--- config.mk ---
export PLATFORM = sky130hd
export DESIGN_NAME = hce_ram
export DESIGN_NICKNAME = d
export VERILOG_FILES = /design/src/design/hce_ram.sv
export SDC_FILE = /design/constraint.sdc
export NUM_CORES = 1
export LEC_CHECK = 0
export BUFFER_PORTS_ARGS = -buffer_cell sky130_fd_sc_hd__buf_2
export CORE_MARGIN = 2
export CORE_UTILIZATION = 60
export DETAILED_ROUTE_END_ITERATION = 16
export PLACE_DENSITY = 0.77
export SLEW_MARGIN = 20
export SYNTH_ARGS = -nofsm -noshare
export SYNTH_HDL_FRONTEND = slang
export SYNTH_SLANG_ARGS = --single-unit
--- constraint.sdc ---
create_clock -name clk_i -period 1.9 [get_ports clk_i]
set_input_delay 0.19 -clock clk_i [delete_from_list [all_inputs] [get_ports clk_i]]
set_output_delay 0.19 -clock clk_i [all_outputs]
set_load 0.05 [all_outputs]
--- src/design/hce_ram.sv ---
// Generic single-port synchronous RAM with registered read.
// No dependencies.
module hce_ram #(
  parameter int Width = 8,
  parameter int Depth = 16,
  localparam int AddrW = (Depth > 1) ? $clog2(Depth) : 1
) (
  input  logic             clk_i,
  input  logic             we_i,
  input  logic [AddrW-1:0] addr_i,
  input  logic [Width-1:0] wdata_i,
  output logic [Width-1:0] rdata_o
);

  logic [Width-1:0] mem_q [Depth];

  // Write and registered read.
  always_ff @(posedge clk_i) begin
    if (we_i) begin
      mem_q[addr_i] <= wdata_i;
    end
    rdata_o <= mem_q[addr_i];
  end

endmodule

### After elaboration in Yosys (flattened, before gate mapping)

Memory sizes are Yosys's and may differ from the RTL's. A register that Yosys moved wholly into a read port is not among the register bits.
Index checks and enable logic that the tools add are counted.

* muxes and demuxes: 2

Operators by type and width (count)
* 2-to-1 mux 1 bit: 2

* bits in registers: 0
* RAM bits: 128
* output and inout bits: 8
* memories: 1

Memories
* mem_q: depth 16, bits a word 8, read ports 1, clocked after Yosys merged registers in 1, wr ports 1, line 15 `logic [Width-1:0] mem_q [Depth];`

### Logic depth before layout (Yosys ltp)

Gate-level depths: netlist (run 1).

* depth in word-level cells: 2
* gate-level depth with buffers: 5
* mapped depth without buffers: 3

### Least setup slack after synthesis (run 1)

Ideal clock, no wire load.

* path kind: input to register
* start: input port addr_i[2]
* end: memory mem_q[0][0] (enable)
* setup time: 0.383 ns
* arrival time: 1.300 ns
* setup slack: 0.217 ns
* stages on the path: 2
* cell sequence: or3b_2 nor3_1

RTL lines
* start: declaration: line 10 `input logic [AddrW-1:0] addr_i,`
* end: declaration: line 15

No word-level cell before the write port.

==> results of run 1 <==
==> stage by stage <==
step | utilization | setup WS [ns] | cell area, um^2 | instances | hold WS (ns)
5_1_grt | 0.7369 | 0.4825 | 6055 | 405 | 0.06071
2_1_floorplan | - | 0.2170 | 5067 | 230 | 0.2889
3_5_place_dp | 0.6668 | 0.2648 | 5479 | 373 | 0.5854
6_report | 0.7369 | 0.5151 | 6055 | 405 | 0.05645
3_3_place_gp | 0.6668 | 0.2805 | 5479 | 373 | 0.5775
4_1_cts | 0.7369 | 0.5348 | 6055 | 405 | 0.04651
==> registers in the layout, summed over array words and instances, names as in the netlist <==
name	count
rdata_o	8
mem_q	128
==> worst max path at each step <==
| stage | startpoint | to | slack, ns | cells past startpoint |
|---|---|---|---|---|
| detailed placement | addr_i[0] | rdata_o[7] | 0.26 | 5 |
| global placement | addr_i[0] | rdata_o[7] | 0.28 | 5 |
| finish | mem_q[2][2] | rdata_o[2] | 0.52 | 3 |
| global route | mem_q[2][2] | rdata_o[2] | 0.48 | 3 |
| CTS | mem_q[11][3] | rdata_o[3] | 0.53 | 3 |
| floorplan | addr_i[2] | mem_q[0][0] | 0.22 | 2 |
==> cells in the final DEF (no fill, tap or decap) <==
cell type   count
buf_2          21
clkbuf_8        1
bufinv_16       3
nor3_1          4
buf_4          26
and2_1          1
inv_6           1
clkbuf_1        2
mux4_2         32
nand3b_1        2
nand2_1         9
clkinvlp_4      3
or3b_2          1
clkbuf_16      16
clkinv_4        1
clkinv_2        4
nand3_1         1
dfxtp_1         8
nor2_1         13
a22oi_1        16
clkinv_1        1
nor2b_1         2
buf_12          2
nand2b_1        2
edfxtp_1      128
==> per-layer routing <==
layer,part of all wire,track usage,routed length [um]
met5,0,0,0
met4,0.026,0.1167,255
met3,0.084,0.05717,834
met2,0.50,0.3683,4917
met1,0.39,0.3447,3875
==> cells in the mapped netlist, drive strengths merged <==
master and n:
buf 8, nand2 9, nor2b 2, nand3 1
nand3b 2, nor3 4, nor2 13, and2 1
a22oi 16, edfxtp 128, mux4 32, nand2b 2
or3b 1, dfxtp 8, clkbuf 3
==> power by group through the flow <==
stage                     clock network, W  registers (W)  logic [W]
after global routing               0.00332        0.00338   0.000414
after detailed placement                 0        0.00344   0.000384
final                              0.00317        0.00337   0.000388
after global placement                   0        0.00343   0.000379
after floorplan                          0        0.00350   0.000173
after CTS                          0.00321        0.00337   0.000391
==> cells by family after synthesis <==
family | count (synthesis) | share of synthesized area
flops | 136 | 0.7901
buf+inv | 11 | 0.01185
simple gates | 35 | 0.03210
compound gates | 16 | 0.02370
mux | 32 | 0.1422
==> final cells by class <==
class                   count  area share
multi-input cells          83      0.1657
well taps                 105     0.02170
clock inverters            13     0.02542
repair buffers             49     0.05621
clock buffers              19     0.06964
flip-flops and latches    136      0.6613
==> worst reg2reg max path: cells and delay by family, from the launching register on <==
kind	cells	cell delay [ns]
AND/OR/NAND/NOR	1	0.09
flip-flops	1	0.39
AO/OA/AOI/OAI	1	0.31
multiplexers	1	0.48
==> results.tsv, run 1 <==
metric	value	unit
cts_num_sinks	136	
synth.area.top_cells	edfxtp_1, mux4_2, dfxtp_1, a22oi_1, nor2_1	
port-buffer-count	21	
yosys_warnings	0	
cp_cell_sequence	mux4_2, a22oi_1, nand2_1	
dieArea	9197	um^2
yosysTopAreaCell	edfxtp_1	
post-cts-setup-buffers	0	
p_seq_frac	0.486	
cts_resized	0	
drv_slew	0	
drive_gt1_frac	0.3700	
p_leak	2.051	nW
worstSetupPathType	reg -> reg	
synth_nets	244	
fillers	451	
rsz0062_at_grt	no	
core-area	8217	um^2
rows	33	
ff_latch_area	4004	um^2
finalHoldViolCount	0	
tritoncts	built	
maxCapViolations	0	
ys_ff_latch	136	
slew_headroom	0.6731	
layout_min_cycle_time	1.385	ns
ys_types	18	
cts.path.max_buffers	2	
htree_levels	4	
power.net_switching	0.001452	W
crit_fanout	1	
synthDominantCellAreaShare	0.7585	
cp_top_family	multiplexers	
ir_drop	714.1	uV
firstDrtPassIters	5	
area_delta_synth_final	19.48	%
critical_path_arrival	1.78	ns
gr-total-overflow	0	
antenna_found_initial	0	
clkTransAtPathRegs	0.06	ns
min_from	wdata_i[6]	
grt_pass1_wl	14940	um
pwr-share-clk	0.458	
grt_use_total	0.2442	
critPathMaxStageDelay	0.48	ns
gp_congestion	0.8357	
cts-root-buf	clkbuf_8	
tightest_slew	0.4903	ns
crit_buf_inv	0	
syn_avg_cell_area	22.03	um^2
power	0.006936	W
min_to	mem_q[4][6]	
r2r-start	mem_q[2][2]	
p_comb_frac	0.056	
cp_data_required_time	2.30	ns
fp.dieW	95.90	um
drc	0	
diodes	0	
ant_nets	0	
hold_depth	1	
syn_area	5067	um^2
r2r_slack	0.52	ns
insertion_delay	0.51	ns
outcome	finished, final reports clean	
drt-initial-drc-count	276	
worst_path_max_delay_cell	mux4_2	
viasPerCell	6.222	
wl_per_cell	24.40	um
cp-end-kind	flop	
fmax	722.1	MHz
ys_seq_area_frac	0.7901	
first_global_vias	2600	
boundaryPins	22	
grt_max_degree	40	
fin_crit_sh	0.7289	
setup_violations	0	
wirelength	9882	um
cts_buffers	17	
intPower	0.005484	W
min_path_type	in -> reg	
finalSetupTns	0	ns
rr_worst_depth	3	
syn_inst	230	
fin_worst_skew	0.009147	ns
pwr_density_cell	1146	nW/um^2
regToRegEndpoint	rdata_o[2]	
nNetsFinal	301	
dp_hpwl	5780	um
holdBufCountCts	0	
die_y	95.90	um
initial_core_util	0.6167	
via_count	2520	
p_sw_frac	0.2093	
critPathLaunchType	flop	
multiInputGateArea	1003	um^2
No activity file was read; power rests on OpenSTA's default activity.
==> inputs of run 2 (changes only) <==
clock period = 1.4 ns   (was 1.9 ns; I/O delays follow)
==> run 2 against run 1 <==
  * Via count shrank 2.5%
  * Die area is the same
  * Clock power grew 31%
  * Setup slack lost 0.47 ns
  * Combinational power grew 47%
  * Fmax grew 2.5%
  * Cell count grew 2.2%
==> results.tsv, run 2 (synthesis results as in run 1) <==
metric	value	unit
ir_drop	949.3	uV
drive_gt1_frac	0.4272	
port-buffer-count	21	
regMostFlops	mem_q	
grt_pass1_wl	14680	um
tightest_slew	0.7779	ns
die_y	95.90	um
cp_data_required_time	1.80	ns
hold_depth	1	
dp.cells	378	
critPathMaxStageDelay	0.49	ns
grt_max_degree	17	
drv_slew	0	
drc	0	
cts-root-buf	clkbuf_8	
nNetsFinal	310	
setup_violations	0	
initial_core_util	0.6167	
gp_congestion	0.7541	
r2r_slack	0.05	ns
final_common_cell	edfxtp_1	
via_count	2456	
cp_cell_sequence	mux4_2, a22oi_1, nand2_1	
gr-total-overflow	0	
cp-end-kind	flop	
cts_buffers	17	
firstDrtPassIters	4	
min_from	wdata_i[7]	
pwr_density_cell	1479	nW/um^2
placed_cell_area	5689	um^2
grt_use_total	0.2354	
critPathLaunchType	flop	
crit_fanout	1	
dieArea	9197	um^2
outcome	finished, final reports clean	
p_leak	2.100	nW
core-area	8217	um^2
drt-initial-drc-count	183	
reg_top3	mem_q: 128 flops, rdata_o: 8 flops	
worstSetupPathType	reg -> reg	
rsz0062_at_grt	no	
finalInstanceArea	6295	um^2
fin_cells	414	
clkTransAtPathRegs	0.06	ns
maxCapViolations	0	
critical_path_arrival	1.75	ns
wl_per_cell	23.49	um
layout_common_cells	edfxtp_1, mux4_2, buf_2	
regToRegEndpoint	rdata_o[5]	
wirelength	9723	um
dp_hpwl	6362	um
insertion_delay	0.51	ns
fp.dieW	95.90	um
rows	33	
viasPerCell	5.932	
first_global_vias	2579	
boundaryPins	22	
fin_crit_sh	0.9649	
min_to	mem_q[4][7]	
worst_path_max_delay_cell	mux4_2	
fillers	397	
r2r-start	mem_q[3][5]	
diodes	0	
cts.path.max_buffers	2	
fin_worst_skew	0.006405	ns
finalHoldViolCount	0	
slew_headroom	0.4804	
fmax	740.2	MHz
area_delta_synth_final	24.22	%
tritoncts	built	
cts_num_sinks	136	
largest_register_ffs	128	
rr_worst_depth	3	
htree_levels	4	
ant_nets	0	
min_path_type	in -> reg	
post-cts-setup-buffers	0	
antenna_found_initial	0	
layout_min_cycle_time	1.351	ns
run 2: cell types whose count changed in the layout (fill, tap and decap cells not counted), moves of 2 or more:
| cell | change |
|---|---|
| buf_12 | +11 |
| clkinvlp_4 | +4 |
| nor2_2 | +12 |
| dlygate4sd3_1 | +4 |
| clkinv_2 | -4 |
| inv_6 | +4 |
| bufinv_16 | -2 |
| nor2_1 | -12 |
| buf_4 | -6 |
| clkbuf_1 | -2 |
run 2: critical path: cells and delay by family (launching register included):
kind,cells,cell delay [ns]
and+or+nand+nor,1,0.09
muxes,1,0.49
AOI/OAI and AO/OA,1,0.28
DFF,1,0.37
run 2: timing repair:
| action | 4_1_cts | 5_1_grt |
|---|---|---|
| endpoints found under the hold margin | 29 | 0 |
| gates resized for setup | 0 | 0 |
| hold buffers | 4 | 0 |
run 2: metrics by stage:
step	power [W]	setup slack, ns	setup TNS [ns]	util	hold slack [ns]
2_1_floorplan	0.004995	-0.1275	-3.204	-	0.2389
3_3_place_gp	0.005209	-0.09019	-2.714	0.6924	0.5198
3_5_place_dp	0.005230	-0.1243	-4.359	0.6924	0.5367
4_1_cts	0.009356	0.02539	0	0.7661	0.0005500
5_1_grt	0.009565	0.004269	0	0.7661	0.005498
6_report	0.009307	0.04907	0	0.7661	0.02088
run 2: area by class of cell:
type | instances | area [um^2] | area share
well taps | 105 | 131.4 | 0.02087
clock buffers | 18 | 427.9 | 0.06798
multi-input cells | 83 | 1039 | 0.1650
clock inverters | 14 | 137.6 | 0.02186
repair buffers | 58 | 555.5 | 0.08825
flip-flops and latches | 136 | 4004 | 0.6361
run 2: where the power goes:
| group | switching, W | leakage (nW) | total [W] | internal, W |
|---|---|---|---|---|
| clock network | 0.00171 | 0.255 | 0.00415 | 0.00244 |
| logic | 0.000344 | 0.621 | 0.000572 | 0.000228 |
| registers | 0.0000338 | 1.22 | 0.00459 | 0.00455 |
| total | 0.00209 | 2.10 | 0.00931 | 0.00722 |
run 2: metal layers:
metal  global-route usage  wire length [um]  share of wire  vias up
met2               0.3829              4965           0.51       79
met1               0.3039              4110           0.42     1269
met5                    0                 0              0        -
li1                     -                 -              -     1099
met4              0.08452                95         0.0098        0
met3              0.07204               551          0.057        9
run 2: worst max path at each step:
stage                      startpoint      endpoint  slack, ns  cells after the start
final                     mem_q[3][5]    rdata_o[5]       0.05                      3
after floorplan             addr_i[1]  mem_q[12][0]      -0.13                      3
after detailed placement    addr_i[0]    rdata_o[7]      -0.12                      5
after global routing      mem_q[3][4]    rdata_o[4]      0.004                      3
after global placement      addr_i[0]    rdata_o[1]      -0.09                      5
after CTS                 mem_q[3][5]    rdata_o[5]       0.03                      3
