==> src/design/hce_div.sv <==
// Serial restoring fixed-point divider: floor(num*2^FracBits/den), saturating.
// Uses no package items.
module hce_div #(
  parameter int FreqWidth = 48,
  parameter int FracBits  = 16
) (
  input  logic                 clk_i,
  input  logic                 rst_ni,
  input  logic                 start_i,
  input  logic [FreqWidth-1:0] num_i,
  input  logic [FreqWidth-1:0] den_i,
  output logic                 done_o,
  output logic [FreqWidth-1:0] quot_o
);

  localparam int Steps = FreqWidth + FracBits;
  localparam int CntW  = $clog2(Steps + 1);

  logic [FreqWidth-1:0] num_q, num_d, den_q, den_d, q_q, q_d;
  logic [FreqWidth:0]   rem_q, rem_d, shifted;
  logic [CntW-1:0]      cnt_q, cnt_d;
  logic                 run_q, run_d, sat_q, sat_d, done_q, done_d;

  // One quotient bit per cycle.
  always_comb begin
    num_d  = num_q;
    den_d  = den_q;
    q_d    = q_q;
    rem_d  = rem_q;
    cnt_d  = cnt_q;
    run_d  = run_q;
    sat_d  = sat_q;
    done_d = 1'b0;
    shifted = {rem_q[FreqWidth-1:0], num_q[FreqWidth-1]};
    if (start_i) begin
      num_d = num_i;
      den_d = den_i;
      q_d   = '0;
      rem_d = '0;
      sat_d = 1'b0;
      cnt_d = CntW'(Steps);
      run_d = 1'b1;
    end else if (run_q) begin
      if (cnt_q > CntW'(FracBits)) begin
        num_d = {num_q[FreqWidth-2:0], 1'b0};
      end else begin
        shifted = {rem_q[FreqWidth-1:0], 1'b0};
      end
      if (q_q[FreqWidth-1]) begin
        sat_d = 1'b1;
      end
      if (shifted >= {1'b0, den_q}) begin
        rem_d = shifted - {1'b0, den_q};
        q_d   = {q_q[FreqWidth-2:0], 1'b1};
      end else begin
        rem_d = shifted;
        q_d   = {q_q[FreqWidth-2:0], 1'b0};
      end
      cnt_d = cnt_q - 1'b1;
      if (cnt_q == CntW'(1)) begin
        run_d  = 1'b0;
        done_d = 1'b1;
      end
    end
  end

  always_ff @(posedge clk_i or negedge rst_ni) begin
    if (!rst_ni) begin
      run_q  <= 1'b0;
      done_q <= 1'b0;
      cnt_q  <= '0;
    end else begin
      run_q  <= run_d;
      done_q <= done_d;
      cnt_q  <= cnt_d;
    end
  end

  always_ff @(posedge clk_i) begin
    num_q <= num_d;
    den_q <= den_d;
    q_q   <= q_d;
    rem_q <= rem_d;
    sat_q <= sat_d;
  end

  assign done_o = done_q;
  assign quot_o = sat_q ? '1 : q_q;

endmodule

==> config.mk <==
export PLATFORM = sky130hd
export DESIGN_NAME = hce_div
export DESIGN_NICKNAME = d
export VERILOG_FILES = /design/src/design/hce_div.sv
export SDC_FILE = /design/constraint.sdc
export NUM_CORES = 1
export LEC_CHECK = 0
export ABC_AREA = 1
export BUFFER_PORTS_ARGS = -buffer_cell sky130_fd_sc_hd__buf_2
export CORE_MARGIN = 3
export CORE_UTILIZATION = 55
export DETAILED_ROUTE_END_ITERATION = 10
export GPL_TIMING_DRIVEN = 0
export PLACE_DENSITY = 0.76
export SETUP_SLACK_MARGIN = 0.1
export SYNTH_ARGS = -nofsm -noshare
export SYNTH_HDL_FRONTEND = slang
export SYNTH_SLANG_ARGS = --single-unit
export TNS_END_PERCENT = 1
==> constraint.sdc <==
create_clock -name clk_i -period 4.65 [get_ports clk_i]
set_input_delay 0.6975 -clock clk_i [delete_from_list [all_inputs] [get_ports clk_i]]
set_output_delay 0.6975 -clock clk_i [all_outputs]
set_load 0.02 [all_outputs]
# After elaboration in Yosys (flattened, before gate mapping)
# Cells that the tools add are included.
[word_totals]
output_inout_bits = 49
ram_bits = 0
reg_bits = 202
latchBits = 0
mem_bits_ro = 0
in_bits = 99
elab_cells = 34
n_memories = 0
[op_classes]
n_reduce_logical = 4
multipliers = 0
order_cmp = 2
n_mux = 17
shift = 0
n_div = 0
eq_ne = 1
n_addsub = 2
bitwise = 0
[op_table]
columns = ["op", "n"]
rows = [
  ["$mux W48", 5],
  ["$mux W49", 2],
  ["$ge A49 B48 Y1", 1],
  ["$sub A48 B48 Y48", 1],
  ["$mux W7", 2],
  ["$mux W1", 8],
  ["$eq A7 B1 Y1 const B", 1],
  ["$gt A7 B5 Y1 const B", 1],
  ["$sub A7 B1 Y7 const B", 1],
  ["$reduce_and A2 Y1", 2],
  ["$reduce_bool A2 Y1", 2],
]

# Longest topological paths before layout
[logic_depth]
word_depth = 6
mapped_depth = 22
ltp_nobuf = 22

# Worst setup path after synthesis
# OpenSTA, ideal clock, no wires.
[synth_path]
path_kind = "input-to-reg"
start = "input port start_i"
end = "register num_q[0], enable pin"
stages = 4
required_ps = 4066
t_arrival_ps = 2100
path_buffers = 2
setup_ps = 584
setup_slack_ps = 1966
cell_sequence = "clkbuf_1 -> inv_2 -> clkbuf_1 -> nand2_1"
[synth_via]
elab_chain_len = 2
word_cells_on_any_way = 3
classes_between = "reduce/logical: 3"
[synth_rtl]
columns = ["item", "line_no", "text"]
rows = [
  ["from (decl)", "9", "input logic start_i,"],
  ["$reduce_bool A2 Y1 (no line)", "--", ""],
  ["$reduce_and A2 Y1 (no line) *", "--", ""],
  ["to (signal assigned)", "80", "num_q <= num_d;"],
  ["to (decl)", "19", "logic [FreqWidth-1:0] num_q, num_d, den_q, den_d, q_q, q_d;"],
]
# Mark *: on every way between the ends. The rest lies on a longest branch, timed or not.
# A chain may end at the register's enable or synchronous reset.

# Final worst setup path
[layout_path]
start = "register cnt_q[0]"
end = "register rem_q[34]"
[layout_via]
elab_chain_len = 6
word_cells_on_any_way = 7
classes_between = "add/sub: 1; order compare: 2; mux: 4"
[layout_rtl]
columns = ["item", "line_no", "text"]
rows = [
  ["from (decl)", "21", "logic [CntW-1:0] cnt_q, cnt_d;"],
  ["from (signal assigned)", "75", "cnt_q <= cnt_d;"],
  ["$gt A7 B5 Y1 *", "44", "if (cnt_q > CntW'(FracBits)) begin"],
  ["$mux W1 *", "44", ""],
  ["$mux W49 *", "43", "end else if (run_q) begin"],
  ["$mux W49 *", "35", "if (start_i) begin"],
  ["$sub A48 B48 Y48 / $ge A49 B48 Y1 (equally long branches)", "53, 52", ""],
  ["$mux W48 *", "52", "if (shifted >= {1'b0, den_q}) begin"],
  ["to (signal assigned)", "83", "rem_q <= rem_d;"],
  ["to (decl)", "20", "logic [FreqWidth:0] rem_q, rem_d, shifted;"],
]
# Mark *: on every way between the ends. The rest lies on a longest branch, timed or not. The select of a mux whose other input is x is not followed.

==> results.sh <==
export IMPL_status="finished clean"
export IMPL_cts_sinks=202
export IMPL_cts_reportedPaths_clkPinSlew_ns=0.06
export IMPL_dpl_cell_count=2173
export IMPL_p_leak_nw=7.68
export IMPL_synth_simple_area_share_pct=34.1
export IMPL_clk_root_buffer_cell="clkbuf_16"
export IMPL_grtUsageTotal_pct=27.5
export IMPL_post_dp_hpwl_um=25800
export IMPL_synth_xor_area_share_pct=1.68
export IMPL_syn2layout_area_growth_pct=14.8
export IMPL_fin_area_mm2=0.0138
export IMPL_ios=148
export IMPL_synth_compound_area_share_pct=6.04
export IMPL_final_common_cell="nand2_1"
export IMPL_fillerInstances=2002
export IMPL_cts_tree="built"
export IMPL_pwr_density_cell_mw_per_mm2=305
export IMPL_clock_latency_ns=0.52
export IMPL_via_per_inst=5.16
export IMPL_cp_common_cell="nand2_1"
export IMPL_grt_overflow=0
export IMPL_timing_final_setup_violations=0
export IMPL_tns_ns=0
export IMPL_synth_area_mux_share_pct=0
export IMPL_wirelength_um=33300
export IMPL_critPathSlowestCell="clkbuf_1"
export IMPL_core_mm2=0.0212
export IMPL_async_flop_share_pct=4.46
export IMPL_drtIter0Drc=759
export IMPL_syn_avg_cell_area_um2=6.87
export IMPL_ys_flop_type="dfxtp_1"
export IMPL_cts_buffer_depth=3
export IMPL_slew_headroom_pct=18.3
export IMPL_dr_total_vias=11400
export IMPL_post_place_ws_ns=1.01
export IMPL_cp_startpoint="cnt_q[0]$_DFFE_PN0P_"
export IMPL_die_area_mm2=0.0237
export IMPL_grt_pass1_wl_um=53800
export IMPL_finalClockSkew_ns=0.0212
export IMPL_slew_violations=0
export IMPL_synth_cell_types=38
export IMPL_grt_max_degree=50
export IMPL_synth_top_family_by_area="simple AND/OR/NAND/NOR gates"
export IMPL_reg2reg_slack_ns=1.47
export IMPL_routabilityCongestion=1.01
export IMPL_port_buffers=147
export IMPL_ctsHtreeMaxLevel=1
export IMPL_finalNonFillerCells=2212
export IMPL_mostFrequentLayoutCells="765 x nand2_1, 276 x inv_1, 150 x buf_2, 101 x nor2_1, 97 x dfxtp_1"
export IMPL_die_y_um=154
export IMPL_ctsResizeCount=0
export IMPL_r2r_cells=17
export IMPL_worst_slew_pin_slew_ns=1.22
export IMPL_cp_end_kind="flop"
export IMPL_timing_final_crit_share_pct=68.5
export IMPL_hp_class="primary input to asynchronous set/reset pin"
export IMPL_fmax_mhz=314
export IMPL_r2r_end="rem_q[34]$_SDFFE_PP0P_"
export IMPL_arrival_ns=3.60
export IMPL_start_kind="flop"
export IMPL_max_cap_viol_count=0
export IMPL_synth_yosys_warnings=0
export IMPL_post_cts_buffers=0
export IMPL_path_class="flop to flop"
export IMPL_wl_per_cell_um=15.0
export IMPL_initial_core_util_pct=56.6
export IMPL_synth_cells=1750
export IMPL_syn_cell_area_mm2=0.0120
export IMPL_dr_pass1_iters=5
export IMPL_cp_slowest_stage_delay_ns=0.48
export IMPL_drc=0
export IMPL_power_mw=4.20
export IMPL_antenna_found_initial=0
export IMPL_finalWorstSetupSlack_ns=1.47
export IMPL_required_ns=5.07
export IMPL_ant_nets=0
export IMPL_use_met2_pct=46.5
export IMPL_grt_pass1_vias=11100
export IMPL_top_usage_layer="met2"
export IMPL_ctsHoldBuffers=0
export IMPL_peakVddDrop_uv=274
export IMPL_crit_path_end="rem_q[34]$_SDFFE_PP0P_"
export IMPL_reg2reg_from="cnt_q[0]$_DFFE_PN0P_"
export IMPL_use_met1_pct=37.1
export IMPL_grt_met3_usage_pct=4.00
export IMPL_rsz0062_at_grt="false"
export IMPL_cts_buffers=21
export IMPL_yosysSeqAreaShare_pct=42.0
export IMPL_worstPathMaxFanout=10
export IMPL_synth_edf_count=96
export IMPL_synth_fa_ha_area_share_pct=5.48
export IMPL_placed_cell_area_mm2=0.0131
export IMPL_rows=53
export IMPL_period_minus_slack_ns=3.18
export IMPL_ys_ff_latch=202
export IMPL_drive_above_1_share_pct=10.4
export IMPL_nets=2072
export IMPL_syn_num_nets=1901
export IMPL_fp_dieW_um=154
export IMPL_hold_viol=0
export IMPL_path_cells="inv_1, ha_1, nand2_1, nand2_1, nand2_1, o21ai_0, ha_1, inv_1, nand3_1, nand3_2, nand2_1, nand2_1, nand3_2, clkbuf_1, nand4_1, nand3_1, nand2_1"
## stage by stage
stage / utilization, % / hold WS, ns
2_1_floorplan: - / 0.402
3_3_place_gp: 61.7 / 0.459
3_5_place_dp: 61.8 / 0.466
4_1_cts: 65.0 / 0.0142
5_1_grt: 65.0 / 0.0327
6_report: 65.0 / 0.0234
## report_power, final
group          switching, mW  internal (mW)
clock                  0.702          0.970
combinational          0.305          0.159
sequential            0.0464           2.02
## how the worst min path moves through the flow
| stage | cells after the start | to | slack [ns] | from |
|---|---|---|---|---|
| 4_1_cts | 1 | run_q$_DFF_PN0_ | 0.01 | rst_ni |
| 3_3_place_gp | 2 | rem_q[44]$_SDFFE_PP0P_ | 0.46 | rem_q[44]$_SDFFE_PP0P_ |
| 3_5_place_dp | 2 | rem_q[12]$_SDFFE_PP0P_ | 0.47 | rem_q[12]$_SDFFE_PP0P_ |
| 5_1_grt | 1 | cnt_q[5]$_DFFE_PN0P_ | 0.03 | rst_ni |
| 6_report | 1 | cnt_q[5]$_DFFE_PN0P_ | 0.02 | rst_ni |
| 2_1_floorplan | 0 | cnt_q[0]$_DFFE_PN0P_ | 0.40 | rst_ni |
## flip-flops by register name, summed over array words and instances (netlist names)
| signal | cells |
|---|---|
| num_q | 48 |
| q_q | 48 |
| done_o | 1 |
| rem_q | 48 |
| run_q | 1 |
| den_q | 48 |
| cnt_q | 7 |
| sat_q | 1 |
## per-layer routing
layer  vias to the layer above  routed length (um)
met5                         -                   0
met4                         0                 908
met3                        49                2120
met2                       366               15600
met1                      5164               14600
li1                       5827                   -
## cell families (layout without fill, tap and decap cells)
group / after synthesis / count (layout)
simple gates: 1009 / 1009
buf+inv: 339 / 525
flops: 202 / 202
compound gates: 125 / 125
fa+ha+maj: 52 / 52
xor+xnor: 23 / 23
other cells: 0 / 1
## critical path, delay by kind of cell, from the launching register on
kind	cells	cell delay (ns)
and+or+nand+nor	11	1.39
AOI/OAI and AO/OA	1	0.23
buffers and inverters	3	0.67
adders and majority gates	2	0.40
DFF	1	0.40
## synth_stat cells, types with 8 or more instances
cell / instances / share of area, %
xor2_1: 20 / 1.5
inv_2: 8 / 0.25
dfrtp_1: 9 / 1.9
dfxtp_1: 97 / 16
nor2_1: 101 / 3.2
o21ai_0: 20 / 0.83
inv_1: 276 / 8.6
o21bai_1: 8 / 0.50
nand2_1: 766 / 24
nand4_1: 53 / 2.8
o22ai_1: 49 / 2.6
nand3b_1: 10 / 0.62
nand3_1: 61 / 2.5
ha_1: 51 / 5.3
clkbuf_1: 45 / 1.4
edfxtp_1: 96 / 24
a21oi_1: 43 / 1.8
## cell type report
type,instances,area (um^2),area share [%]
multi-input cells,1209,5680,41.2
flip-flops and latches,202,5050,36.6
inverters,286,1070,7.78
repair buffers,148,756,5.48
clock buffers,30,569,4.13
well taps,275,344,2.49
plain buffers,53,218,1.58
clock inverters,8,105,0.762
diodes,1,2.50,0.0181
(Power assumes the default switching activity.)
